--- config.mk ---
export PLATFORM = sky130hd
export DESIGN_NAME = ordered_deque_with_search_core
export DESIGN_NICKNAME = d
export VERILOG_FILES = /design/src/odq_pkg.sv /design/src/odq_cell.sv /design/src/ordered_deque_with_search_core.sv
export SDC_FILE = /design/constraint.sdc
export NUM_CORES = 1
export LEC_CHECK = 0
export BUFFER_PORTS_ARGS = -buffer_cell sky130_fd_sc_hd__buf_2
export CELL_PAD_IN_SITES_DETAIL_PLACEMENT = 1
export CELL_PAD_IN_SITES_GLOBAL_PLACEMENT = 2
export CORE_MARGIN = 4
export CORE_UTILIZATION = 42
export DETAILED_ROUTE_END_ITERATION = 12
export GPL_TIMING_DRIVEN = 0
export MAX_ROUTING_LAYER = met4
export PLACE_DENSITY_LB_ADDON = 0.1
export SYNTH_ARGS = -nofsm -noshare
export SYNTH_HDL_FRONTEND = slang
export SYNTH_SLANG_ARGS = --single-unit
--- constraint.sdc ---
create_clock -name clk -period 5.1 [get_ports clk]
set_input_delay 1.02 -clock clk [delete_from_list [all_inputs] [get_ports clk]]
set_output_delay 1.02 -clock clk [all_outputs]
set_load 0.03 [all_outputs]
--- src/odq_pkg.sv ---
`default_nettype none

package odq_pkg;

  localparam int DEPTH_DEF       = 16;
  localparam int VALUE_WIDTH_DEF = 32;

  // Fixed field widths of the stream beats.
  localparam int FUNC_W   = 3;
  localparam int ITEM_W   = 32;
  localparam int STATUS_W = 2;
  localparam int MPOS_W   = 4;
  localparam int ECNT_W   = 5;
  localparam int OUT_W    = 16;  // 12 bits of fields padded to two bytes

  typedef enum logic [FUNC_W-1:0] {
    FN_INS_HEAD = 3'd0,
    FN_INS_TAIL = 3'd1,
    FN_REM_HEAD = 3'd2,
    FN_REM_TAIL = 3'd3,
    FN_SEARCH   = 3'd4,
    FN_REM_VAL  = 3'd5,
    FN_CLEAR    = 3'd6,
    FN_NOP      = 3'd7
  } func_t;

  typedef enum logic [STATUS_W-1:0] {
    ST_DONE    = 2'd0,
    ST_FULL    = 2'd1,
    ST_EMPTY   = 2'd2,
    ST_MISSING = 2'd3
  } status_t;

  // What every cell does with its stored value on a clock edge.
  typedef enum logic [2:0] {
    CC_HOLD       = 3'd0,
    CC_FROM_LEFT  = 3'd1,  // shift toward the tail, cell 0 takes the key
    CC_LOAD_TAIL  = 3'd2,  // the cell at position count takes the key
    CC_FROM_RIGHT = 3'd3,  // shift toward the head
    CC_CLOSE_GAP  = 3'd4   // shift toward the head from the match onward
  } cell_cmd_t;

  typedef struct packed {
    cell_cmd_t cmd;
    logic      cmp_en;
  } cell_ctl_t;

endpackage

`default_nettype wire

--- src/odq_cell.sv ---
`default_nettype none

module odq_cell #(
  parameter int VALUE_WIDTH = odq_pkg::VALUE_WIDTH_DEF,
  parameter int CNT_W       = 5,
  parameter int IDX         = 0
) (
  input  wire logic                   clk,
  input  wire odq_pkg::cell_ctl_t     ctl_i,
  input  wire logic [CNT_W-1:0]       count_i,
  input  wire logic [VALUE_WIDTH-1:0] key_i,
  input  wire logic [VALUE_WIDTH-1:0] left_i,
  input  wire logic [VALUE_WIDTH-1:0] right_i,
  input  wire logic                   gap_i,
  output logic      [VALUE_WIDTH-1:0] value_o,
  output logic                        hit_o
);

  logic [VALUE_WIDTH-1:0] value_r, value_nxt;
  logic                   hit_r, hit_nxt;
  logic                   occupied;
  logic                   at_tail;

  // Positions at or beyond the count hold stale data and never match.
  assign occupied = CNT_W'(IDX) < count_i;
  assign at_tail  = CNT_W'(IDX) == count_i;

  always_comb begin
    value_nxt = value_r;
    case (ctl_i.cmd)
      odq_pkg::CC_HOLD:       value_nxt = value_r;
      odq_pkg::CC_FROM_LEFT:  value_nxt = left_i;
      odq_pkg::CC_LOAD_TAIL:  value_nxt = at_tail ? key_i : value_r;
      odq_pkg::CC_FROM_RIGHT: value_nxt = right_i;
      odq_pkg::CC_CLOSE_GAP:  value_nxt = gap_i ? right_i : value_r;
      default:                value_nxt = value_r;
    endcase
  end

  assign hit_nxt = ctl_i.cmp_en ? (occupied && (value_r == key_i)) : hit_r;

  always_ff @(posedge clk) begin
    value_r <= value_nxt;
    hit_r   <= hit_nxt;
  end

  assign value_o = value_r;
  assign hit_o   = hit_r;

endmodule

`default_nettype wire

--- src/ordered_deque_with_search_core.sv ---
`default_nettype none

// Insert, remove head or tail, clear and the unused code go from idle straight to the
// execute state; search and remove value first pass a compare state (compare in every
// cell) and a pick state (pick the first hit), then shift and report in execute.
// Operations are handled one at a time: a new beat is taken only in idle, and execute
// waits while the output register waits on out_tready. Synchronous active-low reset
// empties the queue and drops any pending result; stored values are not cleared.
module ordered_deque_with_search_core #(
  parameter int DEPTH       = odq_pkg::DEPTH_DEF,
  parameter int VALUE_WIDTH = odq_pkg::VALUE_WIDTH_DEF
) (
  input  wire logic                          clk,
  input  wire logic                          rst_n,
  // Input channel.
  input  wire logic                          in_tvalid,
  output logic                               in_tready,
  input  wire logic [odq_pkg::ITEM_W-1:0]    in_tdata,   // [31:0] item_value
  input  wire logic [odq_pkg::FUNC_W-1:0]    in_tuser,   // [2:0] func
  // Result channel.
  output logic                               out_tvalid,
  input  wire logic                          out_tready,
  // [1:0] status, [2] found, [6:3] match_position, [11:7] entry_count, rest zero
  output logic      [odq_pkg::OUT_W-1:0]     out_tdata
);

  localparam int CNT_W = $clog2(DEPTH + 1);
  localparam int POS_W = (DEPTH > 1) ? $clog2(DEPTH) : 1;

  // The sequencer walks each operation through these phases.
  typedef enum logic [3:0] {
    S_IDLE = 4'b0001,
    S_CMP  = 4'b0010,
    S_PICK = 4'b0100,
    S_EXEC = 4'b1000
  } state_t;

  state_t                 state_r, state_nxt;
  odq_pkg::func_t         func_r;
  logic [VALUE_WIDTH-1:0] key_r;
  logic [CNT_W-1:0]       count_r, count_nxt;
  logic                   found_r;
  logic [POS_W-1:0]       pos_r, pos_nxt;
  logic [DEPTH-1:0]       gap_r;

  logic                   out_valid_r;
  logic [odq_pkg::OUT_W-1:0] out_data_r, out_data_nxt;

  logic                   accept;
  logic                   fire;
  logic [63:0]            item_ext;

  odq_pkg::cell_ctl_t     ctl;
  odq_pkg::cell_cmd_t     exec_cmd;
  odq_pkg::status_t       status;
  logic                   found_eff;

  logic [VALUE_WIDTH-1:0] cell_val [DEPTH];
  logic [DEPTH-1:0]       hits;
  logic [DEPTH-1:0]       first_hit;

  logic                   full;
  logic                   empty;
  logic [31:0]            pos_wide;
  logic [31:0]            cnt_wide;

  assign accept    = in_tvalid && in_tready;
  assign in_tready = (state_r == S_IDLE);

  // The result is written only when the output register is free or drains now.
  assign fire = (state_r == S_EXEC) && (!out_valid_r || out_tready);

  // Only the low VALUE_WIDTH bits of the item take part.
  assign item_ext = 64'(in_tdata);

  assign full  = (count_r == CNT_W'(DEPTH));
  assign empty = (count_r == '0);

  // Sequencer.
  always_comb begin
    state_nxt = state_r;
    case (state_r)
      S_IDLE: begin
        if (accept) begin
          if (in_tuser == odq_pkg::FN_SEARCH || in_tuser == odq_pkg::FN_REM_VAL) begin
            state_nxt = S_CMP;
          end else begin
            state_nxt = S_EXEC;
          end
        end
      end
      S_CMP:  state_nxt = S_PICK;
      S_PICK: state_nxt = S_EXEC;
      S_EXEC: begin
        if (fire) begin
          state_nxt = S_IDLE;
        end
      end
      default: state_nxt = S_IDLE;
    endcase
  end

  // First hit in position order: isolate the lowest set bit, then mark every
  // cell from that position toward the tail to close the gap.
  assign first_hit = hits & (~hits + DEPTH'(1));

  always_comb begin
    pos_nxt = '0;
    for (int i = 0; i < DEPTH; i++) begin
      if (first_hit[i]) begin
        pos_nxt = pos_nxt | POS_W'(i);
      end
    end
  end

  // Operation decode for the final phase.
  assign found_eff = found_r &&
                     (func_r == odq_pkg::FN_SEARCH || func_r == odq_pkg::FN_REM_VAL);

  always_comb begin
    exec_cmd  = odq_pkg::CC_HOLD;
    status    = odq_pkg::ST_DONE;
    count_nxt = count_r;
    case (func_r)
      odq_pkg::FN_INS_HEAD: begin
        if (full) begin
          status = odq_pkg::ST_FULL;
        end else begin
          exec_cmd  = odq_pkg::CC_FROM_LEFT;
          count_nxt = count_r + CNT_W'(1);
        end
      end
      odq_pkg::FN_INS_TAIL: begin
        if (full) begin
          status = odq_pkg::ST_FULL;
        end else begin
          exec_cmd  = odq_pkg::CC_LOAD_TAIL;
          count_nxt = count_r + CNT_W'(1);
        end
      end
      odq_pkg::FN_REM_HEAD: begin
        if (empty) begin
          status = odq_pkg::ST_EMPTY;
        end else begin
          exec_cmd  = odq_pkg::CC_FROM_RIGHT;
          count_nxt = count_r - CNT_W'(1);
        end
      end
      odq_pkg::FN_REM_TAIL: begin
        if (empty) begin
          status = odq_pkg::ST_EMPTY;
        end else begin
          count_nxt = count_r - CNT_W'(1);
        end
      end
      odq_pkg::FN_SEARCH: begin
        if (!found_r) begin
          status = odq_pkg::ST_MISSING;
        end
      end
      odq_pkg::FN_REM_VAL: begin
        if (empty) begin
          status = odq_pkg::ST_EMPTY;
        end else if (found_r) begin
          exec_cmd  = odq_pkg::CC_CLOSE_GAP;
          count_nxt = count_r - CNT_W'(1);
        end else begin
          status = odq_pkg::ST_MISSING;
        end
      end
      odq_pkg::FN_CLEAR: count_nxt = '0;
      default: begin
        exec_cmd  = odq_pkg::CC_HOLD;
        count_nxt = count_r;
      end
    endcase
  end

  // Reported fields are the low bits of the position and count, zero-extended first
  // so that any DEPTH works.
  assign pos_wide = found_eff ? 32'(pos_r) : 32'd0;
  assign cnt_wide = 32'(count_nxt);

  always_comb begin
    out_data_nxt       = '0;
    out_data_nxt[1:0]  = status;
    out_data_nxt[2]    = found_eff;
    out_data_nxt[6:3]  = pos_wide[odq_pkg::MPOS_W-1:0];
    out_data_nxt[11:7] = cnt_wide[odq_pkg::ECNT_W-1:0];
  end

  assign ctl.cmd    = fire ? exec_cmd : odq_pkg::CC_HOLD;
  assign ctl.cmp_en = (state_r == S_CMP);

  // The row of cells. Cell 0 is the head; its left neighbor is the key being
  // inserted, and the last cell sees itself on the right.
  for (genvar g = 0; g < DEPTH; g++) begin : g_cell
    logic [VALUE_WIDTH-1:0] left_v;
    logic [VALUE_WIDTH-1:0] right_v;

    if (g == 0) begin : g_head
      assign left_v = key_r;
    end else begin : g_mid_l
      assign left_v = cell_val[g-1];
    end

    if (g == DEPTH - 1) begin : g_last
      assign right_v = cell_val[g];
    end else begin : g_mid_r
      assign right_v = cell_val[g+1];
    end

    odq_cell #(
      .VALUE_WIDTH (VALUE_WIDTH),
      .CNT_W       (CNT_W),
      .IDX         (g)
    ) u_cell (
      .clk     (clk),
      .ctl_i   (ctl),
      .count_i (count_r),
      .key_i   (key_r),
      .left_i  (left_v),
      .right_i (right_v),
      .gap_i   (gap_r[g]),
      .value_o (cell_val[g]),
      .hit_o   (hits[g])
    );
  end

  // Control registers.
  always_ff @(posedge clk) begin
    if (!rst_n) begin
      state_r     <= S_IDLE;
      count_r     <= '0;
      out_valid_r <= 1'b0;
    end else begin
      state_r <= state_nxt;
      if (fire) begin
        count_r     <= count_nxt;
        out_valid_r <= 1'b1;
      end else if (out_tready) begin
        out_valid_r <= 1'b0;
      end
    end
  end

  // Payload registers.
  always_ff @(posedge clk) begin
    if (accept) begin
      func_r <= odq_pkg::func_t'(in_tuser);
      key_r  <= item_ext[VALUE_WIDTH-1:0];
    end
    if (state_r == S_PICK) begin
      found_r <= |hits;
      pos_r   <= pos_nxt;
      gap_r   <= ~(first_hit - DEPTH'(1));
    end
    if (fire) begin
      out_data_r <= out_data_nxt;
    end
  end

  assign out_tvalid = out_valid_r;
  assign out_tdata  = out_data_r;

endmodule

`default_nettype wire

==> results of run 1 <==
## timing repair
action | CTS | global route
cloned | 0 | 0
hold buffers | 0 | 0
endpoints found under the setup margin | 102 | 4
gates resized for setup | 2 | 1
## cell type report
type / instances / area (sq um) / area share
Clock buffer: 88 / 2010 / 0.0542
Multi-Input combinational cell: 1471 / 12700 / 0.343
Sequential cell: 605 / 18100 / 0.487
Timing Repair Buffer: 97 / 808 / 0.0218
Buffer: 264 / 1800 / 0.0487
Inverter: 15 / 57.6 / 0.00155
Clock inverter: 41 / 298 / 0.00803
Tap cell: 1030 / 1290 / 0.0348
Antenna cell: 6 / 15.0 / 0.000405
## layer usage
metal | share of wire | GRT usage | up-vias
li1 | - | - | 9803
met1 | 0.37 | 0.501 | 13400
met2 | 0.45 | 0.630 | 2133
met3 | 0.13 | 0.133 | 442
met4 | 0.054 | 0.179 | 0
met5 | 0 | - | -
## synth_stat cells, drive strengths merged, types with 3 or more instances
cell       n
edfxtp   595
a221o    449
xor2     292
buf      228
xnor2    222
nor4      88
nand4     67
clkbuf    36
and2      35
nor3      34
a21o      33
nor2      33
mux2      31
nand2     25
o21ai     21
a21oi     19
nand3     19
inv       13
dfxtp     10
and3       9
nand2b     8
a31oi      7
o22ai      7
a2111oi    6
or3        6
ha         5
nor4b      5
mux2i      4
nor2b      4
or4        4
o21a       3
or2        3
## worst max-delay path by stage
| stage | from | end | cells after the start |
|---|---|---|---|
| 2_1_floorplan | out_tready | g_cell[10].u_cell.value_o[0]$_DFFE_PP_ | 7 |
| 3_3_place_gp | count_r[1]$_SDFFE_PN0P_ | g_cell[1].u_cell.value_o[28]$_DFFE_PP_ | 9 |
| 3_5_place_dp | count_r[1]$_SDFFE_PN0P_ | g_cell[8].u_cell.value_o[29]$_DFFE_PP_ | 12 |
| 4_1_cts | count_r[1]$_SDFFE_PN0P_ | g_cell[7].u_cell.value_o[22]$_DFFE_PP_ | 12 |
| 5_1_grt | count_r[1]$_SDFFE_PN0P_ | g_cell[8].u_cell.value_o[22]$_DFFE_PP_ | 12 |
| 6_report | count_r[1]$_SDFFE_PN0P_ | g_cell[4].u_cell.value_o[22]$_DFFE_PP_ | 12 |
## kinds of logic (layout without fill, tap and decap cells)
kind of cell / Yosys count / in the layout
AO/OA/AOI/OAI: 562 / 562
AND/OR/NAND/NOR: 351 / 351
other: 1 / 10
multiplexers: 35 / 35
flip-flops: 605 / 605
adder cells (fa/ha/maj): 5 / 5
buffers and inverters: 279 / 505
XOR/XNOR: 514 / 514
## metrics by stage
step           power (mW)  cell area, sq um  hold slack [ps]  utilization  setup WS (ps)
6_report             12.2             37100              549        0.486           62.4
5_1_grt              12.4             37100              564        0.486            106
4_1_cts              12.1             37000              553        0.485            157
3_5_place_dp         6.93             34700              543        0.455           -270
3_3_place_gp         6.91             34100              528        0.446          -3930
2_1_floorplan        6.35             32500              512            -            112
## tightest hold or removal path: cells and delay by family, from the launching register on
family	cells	cell delay [ps]
flip-flops	1	320
buffers and inverters	1	130
AND/OR/NAND/NOR	1	50
## layout by cell type (no fill, tap or decap), types with 22 or more instances in the layout
cell type / instances
a21o_1: 33
a221o_1: 268
a221o_2: 181
and2_4: 30
buf_1: 31
buf_2: 170
buf_6: 68
buf_8: 32
clkbuf_1: 42
clkbuf_16: 79
clkinv_1: 22
edfxtp_1: 595
mux2_2: 31
nand2_1: 24
nand4_1: 67
nor2_1: 30
nor4_1: 87
xnor2_1: 222
xor2_1: 292
## flip-flops by register name, indices dropped and copies added (netlist names), 3 cells and up
register,count
g_cell.u_cell.value_o,512
out_tdata,12
count_r,5
state_r,4
gap_r,15
g_cell.u_cell.hit_o,16
func_r,3
g_cell.left_v,32
pos_r,4
## power by group through the flow
stage	logic [mW]	registers, mW	clock network (mW)
finish	1.34	5.57	5.28
global route	1.34	5.57	5.49
CTS	1.27	5.57	5.26
detailed placement	1.26	5.67	0
global placement	1.23	5.68	0
floorplan	0.689	5.66	0
==> flow_summary.toml, run 1 <==
[cts]
htreeDepth = 3
cts_tree = "built"
cts_buffer_depth = 3
cts_buffers = 73
cts.sinks = 605
root_buffer = "clkbuf_16"
insertion_delay_ps = 620
post-cts-setup-buffer-count = 0
clk_pin_slew_ps = 60

[min_path]
hold_class = "reg -> reg"
holdCritStartpoint = "state_r[1]$_SDFFE_PN0P_"
hold_end = "state_r[3]$_SDFFE_PN0P_"
hold_depth = 2

[logic_synthesis]
ys_async_sr_fraction = 0
synth_top_family_by_area = "compound AO/OA/AOI/OAI gates"
synth_top_area_frac = 0.550
ys_seq_area_frac = 0.556
synth_mux_area_frac = 0.0120
synth_seq_cells = 605
synth_compound_area_frac = 0.169
synthFlopType = "edfxtp_1"
yosys.area.top_type = "edfxtp_1"
yosys-top-cells-area = "edfxtp_1, a221o_1, xor2_1, a221o_2, xnor2_1"
syn_area_per_cell_sq_um = 13.8
synth_edf_count = 595
synth_cell_types = 69
yosysWarnings = 0
synthXorXnorAreaFrac = 0.138
synthSimpleGateAreaFrac = 0.0662
syn-cell-area_sq_um = 32500
syn_inst = 2352
synth_adder_area_share = 0.00192

[critical_path]
cp.arrival_ps = 5410
worstPathCellList = "clkbuf_1 -> inv_1 -> ha_1 -> nor4bb_2 -> nor3_1 -> nand3_1 -> clkbuf_2 -> a31oi_1 -> nor3_2 -> buf_6 -> buf_6 -> buf_6"
crit_buf_inv = 6
end_kind = "register"
ff2ff_path_depth = 12
cp_slowest_stage_delay_ps = 750
crit_top_cell = "buf_6"
rr_startpoint = "count_r[1]$_SDFFE_PN0P_"
start_kind = "register"
critPathTopFamily = "simple AND/OR/NAND/NOR gates"
crit_type = "reg -> reg"
crit_fanout = 10
rr_endpoint = "g_cell[4].u_cell.value_o[22]$_DFFE_PP_"
critPathSlowestCell = "nor3_1"
crit_required_ps = 5470
rrSetupSlack_ps = 60

[pwr]
pwr-share-seq = 0.457
pwr-share-comb = 0.110
ir_drop_v = 0.000192
intPower_mw = 8.90
power_leakage_nw = 12.5
p_switching_mw = 3.30
p_per_area_nw_per_um2 = 329
p_sw_frac = 0.270
pwr-share-clk = 0.433

[timing]
min_period_over_period = 0.988
skew_ps = 21.8
fin_tns_setup_ps = 0
maxSlewHeadroom = -0.0619
setup_viol = 0
tightest_slew_ps = 1590
hold_viol = 0
rsz0062_at_grt = "no"
finalCriticalPeriod_ps = 5040
fmax_mhz = 199
slew_viol_final = 22

[status]
outcome = "complete, but fails checks"
violations = "max-capacitance violations, max-slew violations"

[layout]
syn_to_final_growth_pct = 14.0
stdcell_count = 3617
nFillCells = 7693
drive_gt1_frac = 0.260
final_net_count = 2571

[placement]
placed_cells = 3482
portBuffers = 51
dp_hpwl_um = 130000
gp_congestion = 1.04

[flow_run]
maxCapViolations = 2

[grt]
grt_pass1_vias = 25400
grt_pass1_wl_um = 223000
grtUsageTotal = 0.411
grt_max_degree = 37
antenna_found_initial = 8
globalRouteOverflowTotal = 0

[routing]
final_antenna_net_count = 0
dr_total_vias = 25800
drc = 0
wirelength_um = 169000
drt_first_iter_violations = 4177
wl_per_cell_um = 46.7
vias_per_cell = 7.14
firstDrtPassIters = 6

[floorplanning]
io_pins = 57
dieHeight_um = 286
row_count = 101
dieWidth_um = 286
start_util = 0.426
die_area_sq_um = 81900
coreArea_sq_um = 76300
Power figures use the tool's default switching activity.
==> inputs of run 2 (changes only) <==
Settings changed: CORE_UTILIZATION 42 to 41, SYNTH_HIERARCHICAL set to 1.
==> run 2 against run 1 <==
The flow now finishes without violations. First-iteration DRC count decreased by 29%. Core utilization is 0.82 points higher. Worst setup slack better by 390 ps. Register-to-register slack better by 390 ps. Sequential cell count is 1 higher. Largest power group unchanged. Combinational power increased by 5%. Cell area is 13% higher. Clock power decreased by 4.4%. Non-clock buffer count fell by 39. Critical path depth did not move. Clock skew barely moved. Global-route usage fell by 7.9 points. Highest routed layer unchanged.
==> flow_summary.toml, run 2 <==
[status]
outcome = "finished, final reports clean"

[cts]
cts_buffer_depth = 3
postCtsResizedCells = 0
cts_buffers = 76
htreeDepth = 3
cts.sinks = 606
clk_pin_slew_ps = 60
cts_tree = "built"
root_buffer = "clkbuf_16"
insertion_delay_ps = 630
cts_hold_buffers = 0
post-cts-setup-buffer-count = 0

[timing]
setup_viol = 0
fin_tns_setup_ps = 0
setup_ws_ps = 457
hold_slack_ps = 524
rsz0062_at_grt = "no"
hold_viol = 0
fmax_mhz = 215
slew_viol_final = 0
finalCriticalPeriod_ps = 4640
min_period_over_period = 0.910
tightest_slew_ps = 1260
skew_ps = 22.2
maxSlewHeadroom = 0.150

[critical_path]
rr_endpoint = "g_cell[15].u_cell/value_o[28]$_DFFE_PP_"
cp.arrival_ps = 5020
crit_start = "count_r[4]$_SDFFE_PN0P_"
crit_fanout = 30
end_kind = "register"
start_kind = "register"
rr_startpoint = "count_r[4]$_SDFFE_PN0P_"
crit_type = "reg -> reg"
endpoint = "g_cell[15].u_cell/value_o[28]$_DFFE_PP_"
rrSetupSlack_ps = 460
ff2ff_path_depth = 12
crit_required_ps = 5480

[logic_synthesis]
synth_mux_area_frac = 0.000570
synth_cell_types = 70
ys_async_sr_fraction = 0
synth_top_area_frac = 0.510
yosys.area.top_type = "edfxtp_1"
synth_compound_area_frac = 0.251
synth_seq_cells = 606
synthXorXnorAreaFrac = 0.129
synth.most_common_cell = "edfxtp_1"
synth_adder_area_share = 0.000713
syn_area_per_cell_sq_um = 12.4
synth_edf_count = 596
syn_inst = 2838
synthFlopType = "edfxtp_1"
yosys-top-cells-area = "edfxtp_1, a22o_1, xor2_1, a21o_1, xnor2_1"
yosysWarnings = 6
synth_top_family_by_area = "compound AO/OA/AOI/OAI gates"
syn-cell-area_sq_um = 35100
synthSimpleGateAreaFrac = 0.0725
synthTopCellsByCount = "edfxtp_1, a21o_1, a22o_1"
ys_seq_area_frac = 0.515

[pwr]
p_sw_frac = 0.266
pwr-share-seq = 0.468
intPower_mw = 8.91
p_total_mw = 12.1
power_leakage_nw = 17.0
pwr-share-comb = 0.116
p_per_area_nw_per_um2 = 289
ir_drop_v = 0.000247
pwr-share-clk = 0.416
p_switching_mw = 3.23

[placement]
dp_hpwl_um = 116000
gp_congestion = 0.898
place_ws_ps = 478
portBuffers = 52

[routing]
drc = 0
wl_per_cell_um = 35.1
dr_total_vias = 28100
final_antenna_net_count = 0
firstDrtPassIters = 5
wirelength_um = 150000
drt_first_iter_violations = 2963
vias_per_cell = 6.57

[grt]
grt_pass1_wl_um = 211000
grt_pass1_vias = 28500
grt_max_degree = 33
grtUsageTotal = 0.332
globalRouteOverflowTotal = 0
antenna_found_initial = 1

[layout]
mostFrequentLayoutCells = "edfxtp_1, a21o_1, a22o_1"
final_common_cell = "edfxtp_1"
final_net_count = 3123
syn_to_final_growth_pct = 19.6
drive_gt1_frac = 0.158
largest_register_ffs = 512
nFillCells = 8546
n_antenna_cell = 0

[min_path]
hold_class = "reg -> reg"

[floorplanning]
start_util = 0.413
die_area_sq_um = 90400
io_pins = 57
coreArea_sq_um = 85000
dieHeight_um = 301
dieWidth_um = 301
row_count = 107

[flow_run]
maxCapViolations = 0
-- run 2: power groups by stage --
stage | Sequential, mW | Clock [mW] | Combinational [mW]
floorplan | 5.85 | 0 | 0.493
global placement | 6.15 | 0 | 0.664
detailed placement | 5.78 | 0 | 1.36
CTS | 5.68 | 5.13 | 1.37
global route | 5.68 | 5.34 | 1.44
finish | 5.68 | 5.05 | 1.41
-- run 2: cell type report --
cell class,count,area [sq um],area share
flip-flops and latches,606,18100,0.431
multi-input cells,2048,16400,0.390
repair buffers,163,2820,0.0672
clock buffers,98,2050,0.0487
well taps,1144,1430,0.0341
plain buffers,159,941,0.0224
clock inverters,35,181,0.00432
inverters,28,105,0.00250
-- run 2: kinds of logic (layout without fill, tap and decap cells) --
kind of cell | after synthesis | after routing
buf+inv | 187 | 483
flops | 606 | 606
fa+ha+maj | 2 | 2
other cells | 1 | 4
compound gates | 1091 | 1091
mux | 2 | 2
xor+xnor | 519 | 519
simple gates | 430 | 430
-- run 2: worst min path at each step --
stage | startpoint | to | slack, ps | depth (start not counted)
after detailed placement | pos_r[2]$_SDFFCE_PP1N_ | out_tdata[5]$_SDFFCE_PN0P_ | 510 | 1
after CTS | pos_r[2]$_SDFFCE_PP1N_ | out_tdata[5]$_SDFFCE_PN0P_ | 530 | 1
after global placement | pos_r[3]$_SDFFCE_PP1N_ | out_tdata[6]$_SDFFCE_PN0P_ | 500 | 1
after global routing | pos_r[2]$_SDFFCE_PP1N_ | out_tdata[5]$_SDFFCE_PN0P_ | 550 | 1
final | pos_r[2]$_SDFFCE_PP1N_ | out_tdata[5]$_SDFFCE_PN0P_ | 520 | 1
after floorplan | pos_r[0]$_SDFFCE_PP1N_ | out_tdata[3]$_SDFFCE_PN0P_ | 500 | 1
-- run 2: worst max-delay path, cell delays in order, from the launching register on --
cell and delay [ps]:
dfxtp_2 1070, clkbuf_1 480, xor2_1 180, a2111oi_4 770, buf_6 260, buf_6 210, buf_6 200, buf_6 180
nand2_1 80, o22ai_2 350, nor2_2 110, buf_2 240, a21o_1 210
-- run 2: per-layer routing --
metal / GRT usage / routed length, um
met1: 0.425 / 61100
met2: 0.553 / 73200
met3: 0.0403 / 10400
met4: 0.109 / 5380
met5: - / 0
-- run 2: metrics by stage --
step | area, sq um | cells | util
6_report | 42000 | 4281 | 0.494
5_1_grt | 42000 | 4281 | 0.494
4_1_cts | 42000 | 4281 | 0.494
3_5_place_dp | 39800 | 4148 | 0.468
3_3_place_gp | 36900 | 4037 | 0.434
2_1_floorplan | 35200 | 2841 | -
==> inputs of run 3 (changes only) <==
Settings changed: REMOVE_ABC_BUFFERS set to 1.
==> run 3 against run 2 <==
The flow now finishes with violations (max-capacitance violations, max-slew violations). Routed wire length decreased by 3.9%. Register-to-register slack got worse by 310 ps. Clock skew grew 3.5 ps. Sequential share of layout area fell by 0.32 points. Cell area is 0.76% higher. Fmax fell by 6.2%. Worst hold slack gained 18 ps. First-iteration DRC count down 12%. Sequential power about the same. Via count shrank 2.9%.
==> flow_summary.toml, run 3 (synthesis gave the netlist of run 2 again) <==
[layout]
final_net_count = 3041
drive_gt1_frac = 0.139
syn_to_final_growth_pct = 20.5
stdcell_count = 4206
largest_register_ffs = 512
final_area_sq_um = 42300
final_common_cell = "edfxtp_1"
mostFrequentLayoutCells = "edfxtp_1, a21o_1, a22o_1"
n_antenna_cell = 0

[routing]
wirelength_um = 144000
wl_per_cell_um = 34.3
drc = 0
final_antenna_net_count = 0
dr_total_vias = 27300
vias_per_cell = 6.49
drt_first_iter_violations = 2593
firstDrtPassIters = 5

[min_path]
hold_class = "reg -> reg"
holdCritStartpoint = "pos_r[3]$_SDFFCE_PP1N_"
hold_depth = 1

[critical_path]
endpoint = "g_cell[13].u_cell/value_o[15]$_DFFE_PP_"
end_kind = "register"
cp.arrival_ps = 5460
crit_fanout = 21
ff2ff_path_depth = 17
start_kind = "register"
rr_startpoint = "count_r[0]$_SDFFE_PN0P_"
rr_endpoint = "g_cell[13].u_cell/value_o[15]$_DFFE_PP_"
crit_required_ps = 5610
crit_type = "reg -> reg"
crit_start = "count_r[0]$_SDFFE_PN0P_"
rrSetupSlack_ps = 150

[cts]
insertion_delay_ps = 650
cts.sinks = 606
clk_pin_slew_ps = 60
htreeDepth = 3
cts_tree = "built"
cts_buffers = 75
cts_hold_buffers = 0
root_buffer = "clkbuf_16"
cts_buffer_depth = 3

[placement]
dpl_cell_area_sq_um = 39600
placed_cells = 4040
place_ws_ps = -1260
dp_hpwl_um = 106000
portBuffers = 52
gp_congestion = 0.882

[timing]
setup_ws_ps = 149
skew_ps = 25.7
tightest_slew_ps = 1760
min_period_over_period = 0.971
slew_viol_final = 3
setup_viol = 0
fmax_mhz = 202
maxSlewHeadroom = -0.185
hold_viol = 0
finalCriticalPeriod_ps = 4950
fin_tns_setup_ps = 0

[status]
violations = "max-capacitance violations, max-slew violations"
outcome = "complete, but fails checks"

[floorplanning]
start_util = 0.413
io_pins = 57
dieWidth_um = 301
die_area_sq_um = 90400
row_count = 107
coreArea_sq_um = 85000
dieHeight_um = 301

[pwr]
p_per_area_nw_per_um2 = 287
p_total_mw = 12.2
power_leakage_nw = 16.8
ir_drop_v = 0.000244

[grt]
grtUsageTotal = 0.318
grt_max_degree = 34
antenna_found_initial = 3
grt_pass1_wl_um = 204000
globalRouteOverflowTotal = 0
grt_pass1_vias = 27800

[flow_run]
maxCapViolations = 1
==> run 3: cell types whose count changed in the layout (fill, tap and decap cells not counted), moves of 10 or more <==
cell,change
nor2_4,+16
buf_8,+21
nor3b_4,+16
o22ai_4,+10
nor3b_2,-16
buf_4,-20
buf_2,-92
==> run 3: area by class of cell <==
class / instances / area [sq um]
fill: 8575 / 42700
sequential: 606 / 18100
multi-input combinational: 2053 / 16700
timing repair buffer: 236 / 3700
clock buffer: 100 / 1990
tap: 1144 / 1430
clock inverter: 39 / 275
inverter: 28 / 105
==> run 3: repair_timing <==
item	4_1_cts	5_1_grt
pin swaps	6	7
resized for setup	14	6
endpoints found under the setup margin	261	115
gates cloned	3	2
setup buffers	5	16
==> run 3: worst min path at each step <==
stage                                endpoint  slack (ps)
6_report           out_tdata[6]$_SDFFCE_PN0P_         540
3_5_place_dp       out_tdata[6]$_SDFFCE_PN0P_         530
5_1_grt        g_cell[0].left_v[17]$_DFFE_PP_         540
4_1_cts        g_cell[0].left_v[17]$_DFFE_PP_         520
2_1_floorplan      out_tdata[3]$_SDFFCE_PN0P_         500
3_3_place_gp          out_tvalid$_SDFFE_PN0P_         500
==> run 3: report_power, final <==
group	switching [mW]	total, mW	internal [mW]	leakage (nW)
sequential	0.183	5.68	5.50	5.48
combinational	0.775	1.35	0.579	10.2
clock	2.22	5.12	2.90	1.11
==> run 3: metal layers <==
metal | global-route usage | share of wire | vias to the layer above
met3 | 0.0399 | 0.059 | 276
met4 | 0.104 | 0.035 | 0
met5 | - | 0 | -
li1 | - | - | 11500
met2 | 0.525 | 0.49 | 1172
met1 | 0.411 | 0.42 | 14300
==> run 3: worst max-delay path, cell delays in order (launching register included) <==
cell	delay (ps)
dfxtp_4	460
buf_12	240
inv_1	80
ha_1	280
nor3b_4	220
a2111oi_4	480
buf_6	220
buf_2	240
buf_4	210
buf_4	190
buf_4	180
buf_4	180
buf_2	250
buf_4	240
nand2_1	200
o22ai_2	770
a22o_1	260
a21o_1	100
==> run 3: metrics by stage <==
stage	utilization	hold slack (ps)
global route	0.498	535
detailed placement	0.466	528
global placement	0.422	495
CTS	0.495	523
floorplan	-	497
finish	0.498	542
